===== src/design/fetp_pkg.sv =====
// fetp_pkg: shared constants, types and codes of the escape-time pixel unit
// no dependencies; imported by the channel interfaces and the top level

package fetp_pkg;

  localparam int ROWS     = 512;
  localparam int COLS     = 512;
  localparam int MAX_ITER = 64;

  localparam int ROW_W     = 9;
  localparam int COL_W     = 9;
  localparam int COLOR_W   = 24;
  localparam int CNT_W     = $clog2(MAX_ITER + 1);
  localparam int Q_W       = 32;
  localparam int CFG_IDX_W = 3;
  localparam int CFG_DAT_W = 32;

  // signed q4.28 constants
  localparam logic signed [Q_W-1:0] Q_ONE        = 32'sh1000_0000;
  localparam logic signed [Q_W-1:0] RE_LO_MANDEL = 32'sh1000_0000;
  localparam logic signed [Q_W-1:0] RE_LO_JULIA  = 32'sh1800_0000;
  localparam logic signed [Q_W-1:0] IM_LO        = 32'shE800_0000;

  // per-index step of the linear map: 3.0 / ROWS and 3.0 / COLS, exact for power-of-two sizes
  localparam logic [Q_W-1:0] ROW_STEP = 32'((64'd3 << 28) / ROWS);
  localparam logic [Q_W-1:0] COL_STEP = 32'((64'd3 << 28) / COLS);

  // configuration register indexes
  typedef enum logic [CFG_IDX_W-1:0] {
    REG_MODE         = 3'd0,
    REG_ZOOM         = 3'd1,
    REG_JULIA_RE     = 3'd2,
    REG_JULIA_IM     = 3'd3,
    REG_COLOR_NEAR   = 3'd4,
    REG_COLOR_FAR    = 3'd5,
    REG_COLOR_INSIDE = 3'd6
  } cfg_reg_e;

  typedef enum logic [3:0] {
    ST_IDLE,
    ST_MAP_RE,
    ST_MAP_IM,
    ST_SQ_RE,
    ST_SQ_IM,
    ST_CROSS,
    ST_UPDATE,
    ST_SCALE,
    ST_COLOR,
    ST_DONE
  } state_e;

  localparam logic MODE_MANDEL = 1'b0;
  localparam logic MODE_JULIA  = 1'b1;

endpackage


===== src/design/fetp_pix_if.sv =====
// fetp_pix_if: valid/ready channel carrying one pixel coordinate item
// depends on fetp_pkg for field widths

interface fetp_pix_if import fetp_pkg::*; ();
  logic             valid;
  logic             ready;
  logic [ROW_W-1:0] pixel_row;
  logic [COL_W-1:0] pixel_col;

  modport source (output valid, output pixel_row, output pixel_col, input ready);
  modport sink   (input valid, input pixel_row, input pixel_col, output ready);
endinterface


===== src/design/fetp_res_if.sv =====
// fetp_res_if: valid/ready channel carrying one colored pixel result item
// depends on fetp_pkg for field widths

interface fetp_res_if import fetp_pkg::*; ();
  logic               valid;
  logic               ready;
  logic [ROW_W-1:0]   out_row;
  logic [COL_W-1:0]   out_col;
  logic [COLOR_W-1:0] pixel_color;
  logic [CNT_W-1:0]   escape_count;
  logic               escaped;

  modport source (output valid, output out_row, output out_col, output pixel_color,
                  output escape_count, output escaped, input ready);
  modport sink   (input valid, input out_row, input out_col, input pixel_color,
                  input escape_count, input escaped, output ready);
endinterface


===== src/design/fetp_cfg_if.sv =====
// fetp_cfg_if: register write channel, index plus data
// depends on fetp_pkg for field widths

interface fetp_cfg_if import fetp_pkg::*; ();
  logic                 valid;
  logic                 ready;
  logic [CFG_IDX_W-1:0] index;
  logic [CFG_DAT_W-1:0] data;

  modport source (output valid, output index, output data, input ready);
  modport sink   (input valid, input index, input data, output ready);
endinterface


===== src/design/fractal_escape_time_pixel_unit.sv =====
// fractal_escape_time_pixel_unit: escape-time coloring of one mandelbrot/julia pixel
// depends on fetp_pkg and the fetp_pix_if, fetp_res_if, fetp_cfg_if interfaces
//
// Usage:
//   pix_i  takes one item (pixel_row, pixel_col); ready is high only while idle.
//   res_o  gives one item per pixel: the echoed row/column, the color, the
//          escape iteration (MAX_ITER if none) and the escaped flag.
//   cfg_i  writes a register (index, data) and is always ready; write only
//          while no pixel is in flight. Unknown indexes are ignored.
// Datapath: one 33x33 signed multiplier is shared by every product, so each
//   iteration of z = z*z + c runs three products and then an update in turn.
//   A new pixel is accepted only once the previous one has left the done
//   state into the output register.
// Reset: asynchronous, active low; configuration and control registers return
//   to reset values (mandelbrot, zoom 1.0, near yellow, far blue, inside black), no item held.
// Stall: a finished result sits in the output register; the next pixel can be
//   accepted and computed meanwhile, and its result waits in the done state
//   until the output register is taken.

module fractal_escape_time_pixel_unit import fetp_pkg::*; (
  input  logic       clk_i,
  input  logic       rst_ni,
  fetp_cfg_if.sink   cfg_i,
  fetp_pix_if.sink   pix_i,
  fetp_res_if.source res_o
);

  localparam logic signed [31:0] MaxIterDiv = MAX_ITER;

  function automatic logic signed [Q_W-1:0] sat_q(input logic signed [37:0] v);
    logic signed [Q_W-1:0] r;
    if (v > 38'sd2147483647) begin
      r = 32'sh7FFF_FFFF;
    end else if (v < -38'sd2147483648) begin
      r = 32'sh8000_0000;
    end else begin
      r = v[Q_W-1:0];
    end
    return r;
  endfunction

  // configuration registers
  logic                  mode_q;
  logic [Q_W-1:0]        zoom_q;
  logic signed [Q_W-1:0] julia_re_q, julia_im_q;
  logic [COLOR_W-1:0]    color_near_q, color_far_q, color_inside_q;

  state_e state_q, state_d;

  logic [ROW_W-1:0]      row_q;
  logic [COL_W-1:0]      col_q;
  logic signed [Q_W-1:0] map_re_q, map_im_q;
  logic signed [Q_W-1:0] zr_q, zi_q, cr_q, ci_q;
  logic signed [35:0]    sr_q, si_q;
  logic [63:0]           prod_q;
  logic                  first_q;
  logic [CNT_W-1:0]      iter_q;
  logic [COLOR_W-1:0]    color_q;
  logic                  esc_q;

  logic                  res_valid_q;
  logic [ROW_W-1:0]      res_row_q;
  logic [COL_W-1:0]      res_col_q;
  logic [COLOR_W-1:0]    res_color_q;
  logic [CNT_W-1:0]      res_count_q;
  logic                  res_esc_q;

  // shared multiplier
  logic signed [32:0] mul_a, mul_b;
  logic signed [65:0] mul_p;

  logic                  pix_accept;
  logic                  out_free;
  logic signed [35:0]    prod_fl;
  logic signed [Q_W-1:0] prod_sat;
  logic signed [36:0]    mag;
  logic                  mag_over;
  logic                  last_iter;
  logic signed [Q_W-1:0] re_lo;
  logic signed [Q_W-1:0] map_re_d, map_im_d;
  logic signed [24:0]    color_diff;
  logic signed [31:0]    color_step;

  assign pix_accept = pix_i.valid && pix_i.ready;
  assign out_free   = !res_valid_q || res_o.ready;
  assign prod_fl    = $signed(prod_q[63:28]);
  assign prod_sat   = sat_q(38'(prod_fl));
  assign mag        = 37'(sr_q) + 37'(prod_fl);
  assign mag_over   = mag > 37'sd1073741824;
  assign last_iter  = iter_q == CNT_W'(MAX_ITER - 1);
  assign mul_p      = 66'(mul_a) * 66'(mul_b);

  assign re_lo    = (mode_q == MODE_JULIA) ? RE_LO_JULIA : RE_LO_MANDEL;
  assign map_re_d = re_lo - $signed(32'(32'(pix_i.pixel_row) * ROW_STEP));
  assign map_im_d = IM_LO + $signed(32'(32'(pix_i.pixel_col) * COL_STEP));

  assign color_diff = $signed({1'b0, color_far_q}) - $signed({1'b0, color_near_q});
  assign color_step = $signed(prod_q[31:0]) / MaxIterDiv;

  // next state
  always_comb begin
    state_d = state_q;
    case (state_q)
      ST_IDLE:   if (pix_i.valid) state_d = ST_MAP_RE;
      ST_MAP_RE: state_d = ST_MAP_IM;
      ST_MAP_IM: state_d = ST_SQ_RE;
      ST_SQ_RE:  state_d = ST_SQ_IM;
      ST_SQ_IM:  state_d = ST_CROSS;
      ST_CROSS: begin
        if (first_q) begin
          state_d = ST_UPDATE;
        end else if (mag_over) begin
          state_d = ST_SCALE;
        end else if (last_iter) begin
          state_d = ST_DONE;
        end else begin
          state_d = ST_UPDATE;
        end
      end
      ST_UPDATE: state_d = ST_SQ_RE;
      ST_SCALE:  state_d = ST_COLOR;
      ST_COLOR:  state_d = ST_DONE;
      ST_DONE:   if (out_free) state_d = ST_IDLE;
      default:   state_d = ST_IDLE;
    endcase
  end

  // outputs of the sequencer: handshake and multiplier operand select
  always_comb begin
    pix_i.ready = 1'b0;
    mul_a       = '0;
    mul_b       = '0;
    case (state_q)
      ST_IDLE:   pix_i.ready = 1'b1;
      ST_MAP_RE: begin
        mul_a = 33'(map_re_q);
        mul_b = $signed({1'b0, zoom_q});
      end
      ST_MAP_IM: begin
        mul_a = 33'(map_im_q);
        mul_b = $signed({1'b0, zoom_q});
      end
      ST_SQ_RE: begin
        mul_a = 33'(zr_q);
        mul_b = 33'(zr_q);
      end
      ST_SQ_IM: begin
        mul_a = 33'(zi_q);
        mul_b = 33'(zi_q);
      end
      ST_CROSS: begin
        mul_a = 33'(zr_q);
        mul_b = 33'(zi_q);
      end
      ST_SCALE: begin
        mul_a = 33'(color_diff);
        mul_b = 33'($signed({1'b0, iter_q}));
      end
      default: begin
        pix_i.ready = 1'b0;
      end
    endcase
  end

  assign cfg_i.ready = 1'b1;

  always_ff @(posedge clk_i or negedge rst_ni) begin
    if (!rst_ni) begin
      mode_q         <= MODE_MANDEL;
      zoom_q         <= 32'h1000_0000;
      julia_re_q     <= '0;
      julia_im_q     <= '0;
      color_near_q   <= 24'hFFFF00;
      color_far_q    <= 24'h0000FF;
      color_inside_q <= '0;
    end else if (cfg_i.valid) begin
      case (cfg_i.index)
        REG_MODE:         mode_q         <= cfg_i.data[0];
        REG_ZOOM:         zoom_q         <= cfg_i.data;
        REG_JULIA_RE:     julia_re_q     <= $signed(cfg_i.data);
        REG_JULIA_IM:     julia_im_q     <= $signed(cfg_i.data);
        REG_COLOR_NEAR:   color_near_q   <= cfg_i.data[COLOR_W-1:0];
        REG_COLOR_FAR:    color_far_q    <= cfg_i.data[COLOR_W-1:0];
        REG_COLOR_INSIDE: color_inside_q <= cfg_i.data[COLOR_W-1:0];
        default:          mode_q         <= mode_q;
      endcase
    end
  end

  always_ff @(posedge clk_i or negedge rst_ni) begin
    if (!rst_ni) begin
      state_q     <= ST_IDLE;
      res_valid_q <= 1'b0;
      first_q     <= 1'b0;
      iter_q      <= '0;
    end else begin
      state_q <= state_d;
      if (res_valid_q && res_o.ready) res_valid_q <= 1'b0;
      if (state_q == ST_DONE && out_free) res_valid_q <= 1'b1;
      if (pix_accept) begin
        first_q <= 1'b1;
        iter_q  <= '0;
      end else if (state_q == ST_CROSS) begin
        first_q <= 1'b0;
        if (!first_q && !mag_over && !last_iter) iter_q <= iter_q + 1'b1;
      end
    end
  end

  // datapath
  always_ff @(posedge clk_i) begin
    prod_q <= mul_p[63:0];
    if (pix_accept) begin
      row_q    <= pix_i.pixel_row;
      col_q    <= pix_i.pixel_col;
      map_re_q <= map_re_d;
      map_im_q <= map_im_d;
    end
    case (state_q)
      ST_MAP_IM: zr_q <= prod_sat;
      ST_SQ_RE: begin
        if (first_q) begin
          zi_q <= prod_sat;
          cr_q <= (mode_q == MODE_JULIA) ? julia_re_q : zr_q;
          ci_q <= (mode_q == MODE_JULIA) ? julia_im_q : prod_sat;
        end
      end
      ST_SQ_IM: sr_q <= prod_fl;
      ST_CROSS: begin
        si_q <= prod_fl;
        if (!first_q) begin
          esc_q   <= mag_over;
          color_q <= color_inside_q;
        end
      end
      ST_UPDATE: begin
        zr_q <= sat_q(38'(sr_q) - 38'(si_q) + 38'(cr_q));
        zi_q <= sat_q((38'(prod_fl) <<< 1) + 38'(ci_q));
      end
      ST_COLOR: color_q <= color_near_q + color_step[COLOR_W-1:0];
      default: begin
        sr_q <= sr_q;
      end
    endcase
    if (state_q == ST_DONE && out_free) begin
      res_row_q   <= row_q;
      res_col_q   <= col_q;
      res_color_q <= color_q;
      res_count_q <= esc_q ? iter_q : CNT_W'(MAX_ITER);
      res_esc_q   <= esc_q;
    end
  end

  assign res_o.valid        = res_valid_q;
  assign res_o.out_row      = res_row_q;
  assign res_o.out_col      = res_col_q;
  assign res_o.pixel_color  = res_color_q;
  assign res_o.escape_count = res_count_q;
  assign res_o.escaped      = res_esc_q;

`ifndef SYNTHESIS
  a_accept_starts_map: assert property (@(posedge clk_i) disable iff (!rst_ni)
    pix_accept |=> state_q == ST_MAP_RE)
    else $error("accepted item did not start the coordinate map");

  a_count_matches_flag: assert property (@(posedge clk_i) disable iff (!rst_ni)
    res_valid_q |-> (res_esc_q != (res_count_q == CNT_W'(MAX_ITER))))
    else $error("escape count and escaped flag disagree");

  a_iter_bound: assert property (@(posedge clk_i) disable iff (!rst_ni)
    state_q != ST_IDLE |-> iter_q < CNT_W'(MAX_ITER))
    else $error("iteration counter out of range");

  a_inside_color: assert property (@(posedge clk_i) disable iff (!rst_ni)
    res_valid_q && !res_esc_q |-> res_color_q == color_inside_q)
    else $error("non-escaped pixel without the inside color");

  a_no_overwrite: assert property (@(posedge clk_i) disable iff (!rst_ni)
    res_valid_q && !res_o.ready |=> res_valid_q && $stable(res_color_q))
    else $error("pending result overwritten");
`endif

endmodule

===== src/flat_wrapper.sv =====
// flat-port wrapper written by rule: the top's interface ports become plain ports
module fractal_escape_time_pixel_unit_flat import fetp_pkg::*;
  (clk_i, rst_ni, cfg_i_valid, cfg_i_index, cfg_i_data, cfg_i_ready, pix_i_valid, pix_i_pixel_row, pix_i_pixel_col, pix_i_ready, res_o_valid, res_o_out_row, res_o_out_col, res_o_pixel_color, res_o_escape_count, res_o_escaped, res_o_ready);
  fetp_cfg_if cfg_i_i ();
  fetp_pix_if pix_i_i ();
  fetp_res_if res_o_i ();
  input  logic clk_i;
  input  logic rst_ni;
  input wire logic [$bits(cfg_i_i.valid)-1:0] cfg_i_valid;
  input wire logic [$bits(cfg_i_i.index)-1:0] cfg_i_index;
  input wire logic [$bits(cfg_i_i.data)-1:0] cfg_i_data;
  output wire logic [$bits(cfg_i_i.ready)-1:0] cfg_i_ready;
  input wire logic [$bits(pix_i_i.valid)-1:0] pix_i_valid;
  input wire logic [$bits(pix_i_i.pixel_row)-1:0] pix_i_pixel_row;
  input wire logic [$bits(pix_i_i.pixel_col)-1:0] pix_i_pixel_col;
  output wire logic [$bits(pix_i_i.ready)-1:0] pix_i_ready;
  output wire logic [$bits(res_o_i.valid)-1:0] res_o_valid;
  output wire logic [$bits(res_o_i.out_row)-1:0] res_o_out_row;
  output wire logic [$bits(res_o_i.out_col)-1:0] res_o_out_col;
  output wire logic [$bits(res_o_i.pixel_color)-1:0] res_o_pixel_color;
  output wire logic [$bits(res_o_i.escape_count)-1:0] res_o_escape_count;
  output wire logic [$bits(res_o_i.escaped)-1:0] res_o_escaped;
  input wire logic [$bits(res_o_i.ready)-1:0] res_o_ready;
  assign cfg_i_i.valid = cfg_i_valid;
  assign cfg_i_i.index = cfg_i_index;
  assign cfg_i_i.data = cfg_i_data;
  assign cfg_i_ready = cfg_i_i.ready;
  assign pix_i_i.valid = pix_i_valid;
  assign pix_i_i.pixel_row = pix_i_pixel_row;
  assign pix_i_i.pixel_col = pix_i_pixel_col;
  assign pix_i_ready = pix_i_i.ready;
  assign res_o_valid = res_o_i.valid;
  assign res_o_out_row = res_o_i.out_row;
  assign res_o_out_col = res_o_i.out_col;
  assign res_o_pixel_color = res_o_i.pixel_color;
  assign res_o_escape_count = res_o_i.escape_count;
  assign res_o_escaped = res_o_i.escaped;
  assign res_o_i.ready = res_o_ready;
  fractal_escape_time_pixel_unit u_core (.clk_i(clk_i), .rst_ni(rst_ni), .cfg_i(cfg_i_i), .pix_i(pix_i_i), .res_o(res_o_i));
endmodule

===== config.mk =====
export PLATFORM = sky130hd
export DESIGN_NAME = fractal_escape_time_pixel_unit_flat
export DESIGN_NICKNAME = d
export VERILOG_FILES = /design/src/design/fetp_pkg.sv /design/src/design/fetp_pix_if.sv /design/src/design/fetp_res_if.sv /design/src/design/fetp_cfg_if.sv /design/src/design/fractal_escape_time_pixel_unit.sv /design/src/flat_wrapper.sv
export SDC_FILE = /design/constraint.sdc
export NUM_CORES = 2
export LEC_CHECK = 0
export BUFFER_PORTS_ARGS = -buffer_cell sky130_fd_sc_hd__buf_2
export CAP_MARGIN = 20
export CORE_MARGIN = 2
export CORE_UTILIZATION = 30
export CTS_BUF_LIST = sky130_fd_sc_hd__clkbuf_8
export DETAILED_ROUTE_END_ITERATION = 10
export GPL_TIMING_DRIVEN = 0
export PLACE_DENSITY_LB_ADDON = 0.12
export SYNTH_ARGS = -nofsm -noshare
export SYNTH_HDL_FRONTEND = slang
export SYNTH_SLANG_ARGS = --single-unit

===== constraint.sdc =====
create_clock -name clk_i -period 17.45 [get_ports clk_i]
set_input_delay 2.6175 -clock clk_i [delete_from_list [all_inputs] [get_ports clk_i]]
set_output_delay 2.6175 -clock clk_i [all_outputs]
set_load 0.01 [all_outputs]

---- Word level (Yosys, flattened, before mapping) ----
Index checks and enable logic that the tools add are counted.
W data, S select, Z words.
storage, ports and cells
  output and inout bits ................... 53
  register bits ........................... 603
  input bits .............................. 58
operators by class
  add/sub/neg operators ................... 10
  multiplexer cells ....................... 30
  reduce and logical (&&, ||, !) cells .... 36
  equality and inequality tests ........... 20
  order comparisons ....................... 7
  multipliers ............................. 3
  bitwise logic cells ..................... 2
operators by type and width
  operator                  count
  $mux W32                  9
  $pmux W33 S5              1
  $pmux W33 S4              1
  $pmux W32 S2              2
  $add A37 B32 Y38          2
  $gt A38 B32 Y1 const B    2
  $lt A38 B32 Y1 const B    2
  $mul A33 B33 Y64          1
  $pmux W24 S2              1
  $add A36 B36 Y37          1
  $gt A37 B32 Y1 const B    1
  $sub A36 B36 Y37          1
  $gt A36 B32 Y1 const B    1
  $lt A36 B32 Y1 const B    1
  $pmux W4 S9               1
  $add A30 B31 Y32 const A  1
  $sub A32 B31 Y32          1
  $mux W28                  1
  $reduce_and A2 Y1         13
  $sub A24 B24 Y25          1
  $add A24 B1 Y24           1
  $add A24 B24 Y24          1
  $mux W24                  1
  $mul A9 B2 Y11 const B    2
  other kinds (24)          59

---- Logic depth before layout (Yosys ltp) ----
  depth after elaboration ................. 8
  depth in mapped cells ................... 46

---- Worst setup path after synthesis ----
Ideal clock, no wire load.
  path kind ............................... register -> register
  from .................................... register u_core.state_q[3]
  to ...................................... register u_core.prod_q[62]
  cell stages (with the launch flop) ...... 39
  setup time .............................. 0.127 ns
  setup slack ............................. 5.414 ns
  arrival ................................. 11.909 ns
  clock period less this slack ............ 12.036 ns
  cells stage by stage .................... dfrtp_1 -> clkbuf_1 -> nor3b_1 -> nor2b_1 -> or2_2 -> clkbuf_1 -> clkbuf_1 -> clkbuf_1 -> nand2_1 -> nand2_1 -> clkbuf_1 -> nand2_1 -> fa_1 -> fa_1 -> inv_1 -> fa_1 -> inv_1 -> fa_1 -> [... 3 more ...] -> fa_1 -> inv_1 -> fa_1 -> inv_1 -> fa_1 -> inv_1 -> ha_1 -> a21o_1 -> a21o_1 -> a2111oi_0 -> o21ai_0 -> a22o_1 -> a31o_2 -> a211oi_1 -> o21ai_0 -> a311oi_1 -> o21ai_0 -> xor2_1
on the way
  cells in the longest elaborated chain, start to end .. 4
  elaborated cells between the ends (all ways) .. 12
  classes of those cells .................. mul (1); eq/ne (6); mux (2); reduce/logical (3)
RTL lines
  item                                          RTL line                               RTL
  start, declared                               fractal_escape_time_pixel_unit.sv:48   state_e state_q, state_d;
  start signal, assigned                        fractal_escape_time_pixel_unit.sv:197  state_q <= state_d;
  $eq A4 B2 Y1 (tied with other cells)          fractal_escape_time_pixel_unit.sv:133  case (state_q)
  $reduce_or A2 Y1 (no line)                    -
  $pmux W33 S5 or $pmux W33 S4 (tied branches)  fractal_escape_time_pixel_unit.sv:133
  $mul A33 B33 Y64 *                            fractal_escape_time_pixel_unit.sv:91   assign mul_p = 66'(mul_a) * 66'(mul_b);
  via u_core.mul_p[62]                          fractal_escape_time_pixel_unit.sv:70   logic signed [65:0] mul_p;
  end signal, assigned                          fractal_escape_time_pixel_unit.sv:212  prod_q <= mul_p[63:0];
  end, declared                                 fractal_escape_time_pixel_unit.sv:55   logic [63:0] prod_q;
Mark *: on every way through the listed nets, which the timed path passes. The rest lies on a longest branch.
A chain may end at the register's enable or synchronous reset.

---- Worst setup path after layout ----
Ends and elaborated chain as after synthesis.

==> reports/qor.txt <==
Status -> finished with violations
Failing checks -> max-slew violations
Initial antenna violation count -> 23
Io pins -> 111
Setup Fix Bufs, Post-CTS -> 0
First-pass GRT wire length -> 398000 um
Hold-fix buffers, CTS -> 0
CORE AREA -> 224000 sq um
PortBufs -> 107
DR vias -> 51980
Share of layout cells above drive strength 1 -> 7.60%
Min-delay worst type -> reg2reg
Worst EP arrival -> 15.69 ns
# DRC -> 0
TritonCTS clock tree -> yes
Pre-antenna DRT Iters -> 5
Post-synth top cells -> inv_1 (1348), fa_1 (1148), nand2_1 (971)
Reg2reg end -> u_core.prod_q[62]
# fillers -> 23425
Hold depth -> 0
Top_reg_cell synth -> edfxtp_1
Cell area after placement -> 72500 sq um
DP HPWL -> 233000 um
Post-Route Setup TNS -> 0 ns
Finished Layout Cells -> 10318
Top cell type's share of synthesized area -> 34.0%
NumNets Final -> 8832
Final Hold Viols -> 0
Synth-to-Final Area Change -> 10.7%
Fraction of registers with async set or reset after synthesis -> 32.3%
Number of synthesis warnings -> 0
Fin util -> 33.3%
Number of nets with antenna violations after routing -> 0
Final Wtd Congestion -> 0.953
Most used cell, CP -> fa_1
Post-cts resize count -> 0
EDFF count, synth -> 317
Slew Viols, Final -> 6
Site row count -> 174
Total track usage -> 24.4%
RSZ-0062 raised after global routing -> no
CTS Buffer Depth -> 3
Clock slew at reported path FFs -> 0.07 ns
R2R setup slack -> 2.42 ns
Max-slew headroom -> -2.37%
Post-synth top area cell -> fa_1
H-tree Lvls -> 3
Mapped cell area -> 67600 sq um
Fraction of synthesized cell area in xor and xnor cells -> 2.51%
Vias in the first global route -> 53583
Hold Path End -> u_core.res_o.out_col[3]
Drt wl/cell -> 27.0 um
Design Area, Final -> 74800 sq um
# Max-Cap Violations -> 0
Fmax -> 66.5 MHz
Largest family of logic cells by synthesized area -> adder cells
Depth of the most critical reg-to-reg path -> 34
Syn Inst Count -> 6981
Crit Path Class -> reg2reg
Die H -> 479 um
Final setup viols -> 0
Pin count of the biggest net entering global routing -> 104
Most numerous cell in the Yosys netlist -> inv_1
Synth Area per Inst -> 9.68 sq um
Post-synthesis net count -> 8580
Sequential area share after synthesis -> 22.8%
Placed instance count -> 10120
Compound-Gate Fraction of Synth Area -> 8.90%
Post-route clock period utilization -> 86.1%
Adder-cell share of the synthesized area -> 41.3%
DRT iter0 DRCs -> 4618
Vias per cell -> 5.04
Starting Density -> 30.1%
Synth Register Bits -> 563
Startpoint types -> flop
Hold wc startpoint -> u_core.col_q[3]
Synth cell types -> 96
CTS root buffer -> clkbuf_8
Reg-to-reg startpoint -> u_core.state_q[3]
Required @ worst endpoint -> 18.10 ns
Sink Count -> 563
Endpoint class of the critical path -> flop
Crit-path slowest cell -> clkbuf_1
Mux cell area share after synthesis -> 3.20%
Synth area leaders -> fa_1 (34%), edfxtp_1 (14%), inv_1 (7.5%)
Final Skew -> 0.0478 ns
Worst stage delay on the critical path -> 0.84 ns
Tmin final -> 15.03 ns
Post-Synth Simple-Gate Area -> 12.2%
Die X -> 479 um
Overflow after GRT -> 0
Worst-margin pin slew -> 1.54 ns
CP Max Fanout -> 10
Die Area -> 229000 sq um
Final wirelength -> 279000 um
Skew-Pair Late Insertion Delay -> 0.82 ns
Num CTS Buffers -> 98
critical path: cells and delay by family (launching register included):
| family | cells | cell delay (ns) |
|---|---|---|
| flip-flops | 1 | 0.37 |
| AO/OA/AOI/OAI | 9 | 3.49 |
| AND/OR/NAND/NOR | 7 | 2.90 |
| buffers and inverters | 8 | 3.13 |
| XOR/XNOR | 1 | 0.34 |
| adder cells (fa/ha/maj) | 9 | 4.56 |
sequential cells by signal, indices dropped and copies added (netlist names), 32 cells and up:
name	count
u_core.cr_q	32
u_core.sr_q	36
u_core.julia_re_q	32
u_core.zr_q	32
u_core.ci_q	32
u_core.prod_q	64
u_core.zoom_q	32
u_core.si_q	36
u_core.zi_q	32
u_core.julia_im_q	32
cell type report:
| type | count | area (sq um) | area share (%) |
|---|---|---|---|
| Antenna cell | 8 | 20.0 | 0.0268 |
| Buffer | 285 | 1080 | 1.45 |
| Clock buffer | 116 | 1600 | 2.13 |
| Clock inverter | 69 | 612 | 0.818 |
| Inverter | 1349 | 5070 | 6.77 |
| Multi-Input combinational cell | 4784 | 46100 | 61.6 |
| Sequential cell | 563 | 15400 | 20.6 |
| Tap cell | 2992 | 3740 | 5.01 |
| Timing Repair Buffer | 152 | 1210 | 1.62 |
routing by layer:
layer  vias up  global-route usage (%)  part of all wire (%)  wire length, um
li1      22524                       -                     -                -
met5         -                       0                 0.012               34
met2      1966                    38.3                    45           125000
met4         6                    8.54                   4.1            11500
met3       394                    4.17                   6.9            19200
met1     27090                    33.9                    44           123000
cell usage in the layout, fill, tap and decap left out, drive strengths merged, types with 23 or more instances in the layout:
master  netlist  routed
xnor2       135     135
nor2b        34      34
or3          23      23
nand2       971     971
a211oi       23      23
o21ai       229     229
o21bai       28      28
fa         1148    1148
o21a         65      65
dfrtp       157     157
a21oi       251     251
a21o         91      91
edfxtp      317     317
nor3         54      54
buf          18     169
nand3        50      50
ha          393     393
mux2        183     183
inv        1349    1384
dfxtp        64      64
and3         30      30
nand2b       47      47
and2         73      73
clkbuf      267     384
a22oi        58      58
nor2        542     542
dfstp        25      25
xor2         59      59
worst max path at each step:
stage / end / depth (start not counted) / slack, ns / from
after CTS: u_core.prod_q[62] / 34 / 2.63 / u_core.state_q[3]
after global placement: u_core.prod_q[63] / 38 / -1.84 / u_core.state_q[3]
after global routing: u_core.prod_q[62] / 38 / 2.11 / u_core.state_q[3]
final: u_core.prod_q[62] / 34 / 2.42 / u_core.state_q[3]
after detailed placement: u_core.prod_q[62] / 34 / 2.72 / u_core.state_q[3]
after floorplan: u_core.prod_q[62] / 38 / 5.41 / u_core.state_q[3]
kinds of logic after synthesis:
family	after synthesis
AOI/OAI and AO/OA	931
xor gates and xnor gates	194
adders and majority gates	1541
buffers and inverters	1634
DFF	563
muxes	193
other	1
and+or+nand+nor	1924
through the flow:
stage,hold slack [ns],setup WS [ns]
floorplan,0.400,5.41
global placement,0.401,-1.84
detailed placement,0.405,2.72
CTS,0.409,2.63
global route,0.418,2.11
finish,0.406,2.42
Power is not shown: default switching activity piles up to over one toggle a cycle in this logic, so the estimate is an artifact.
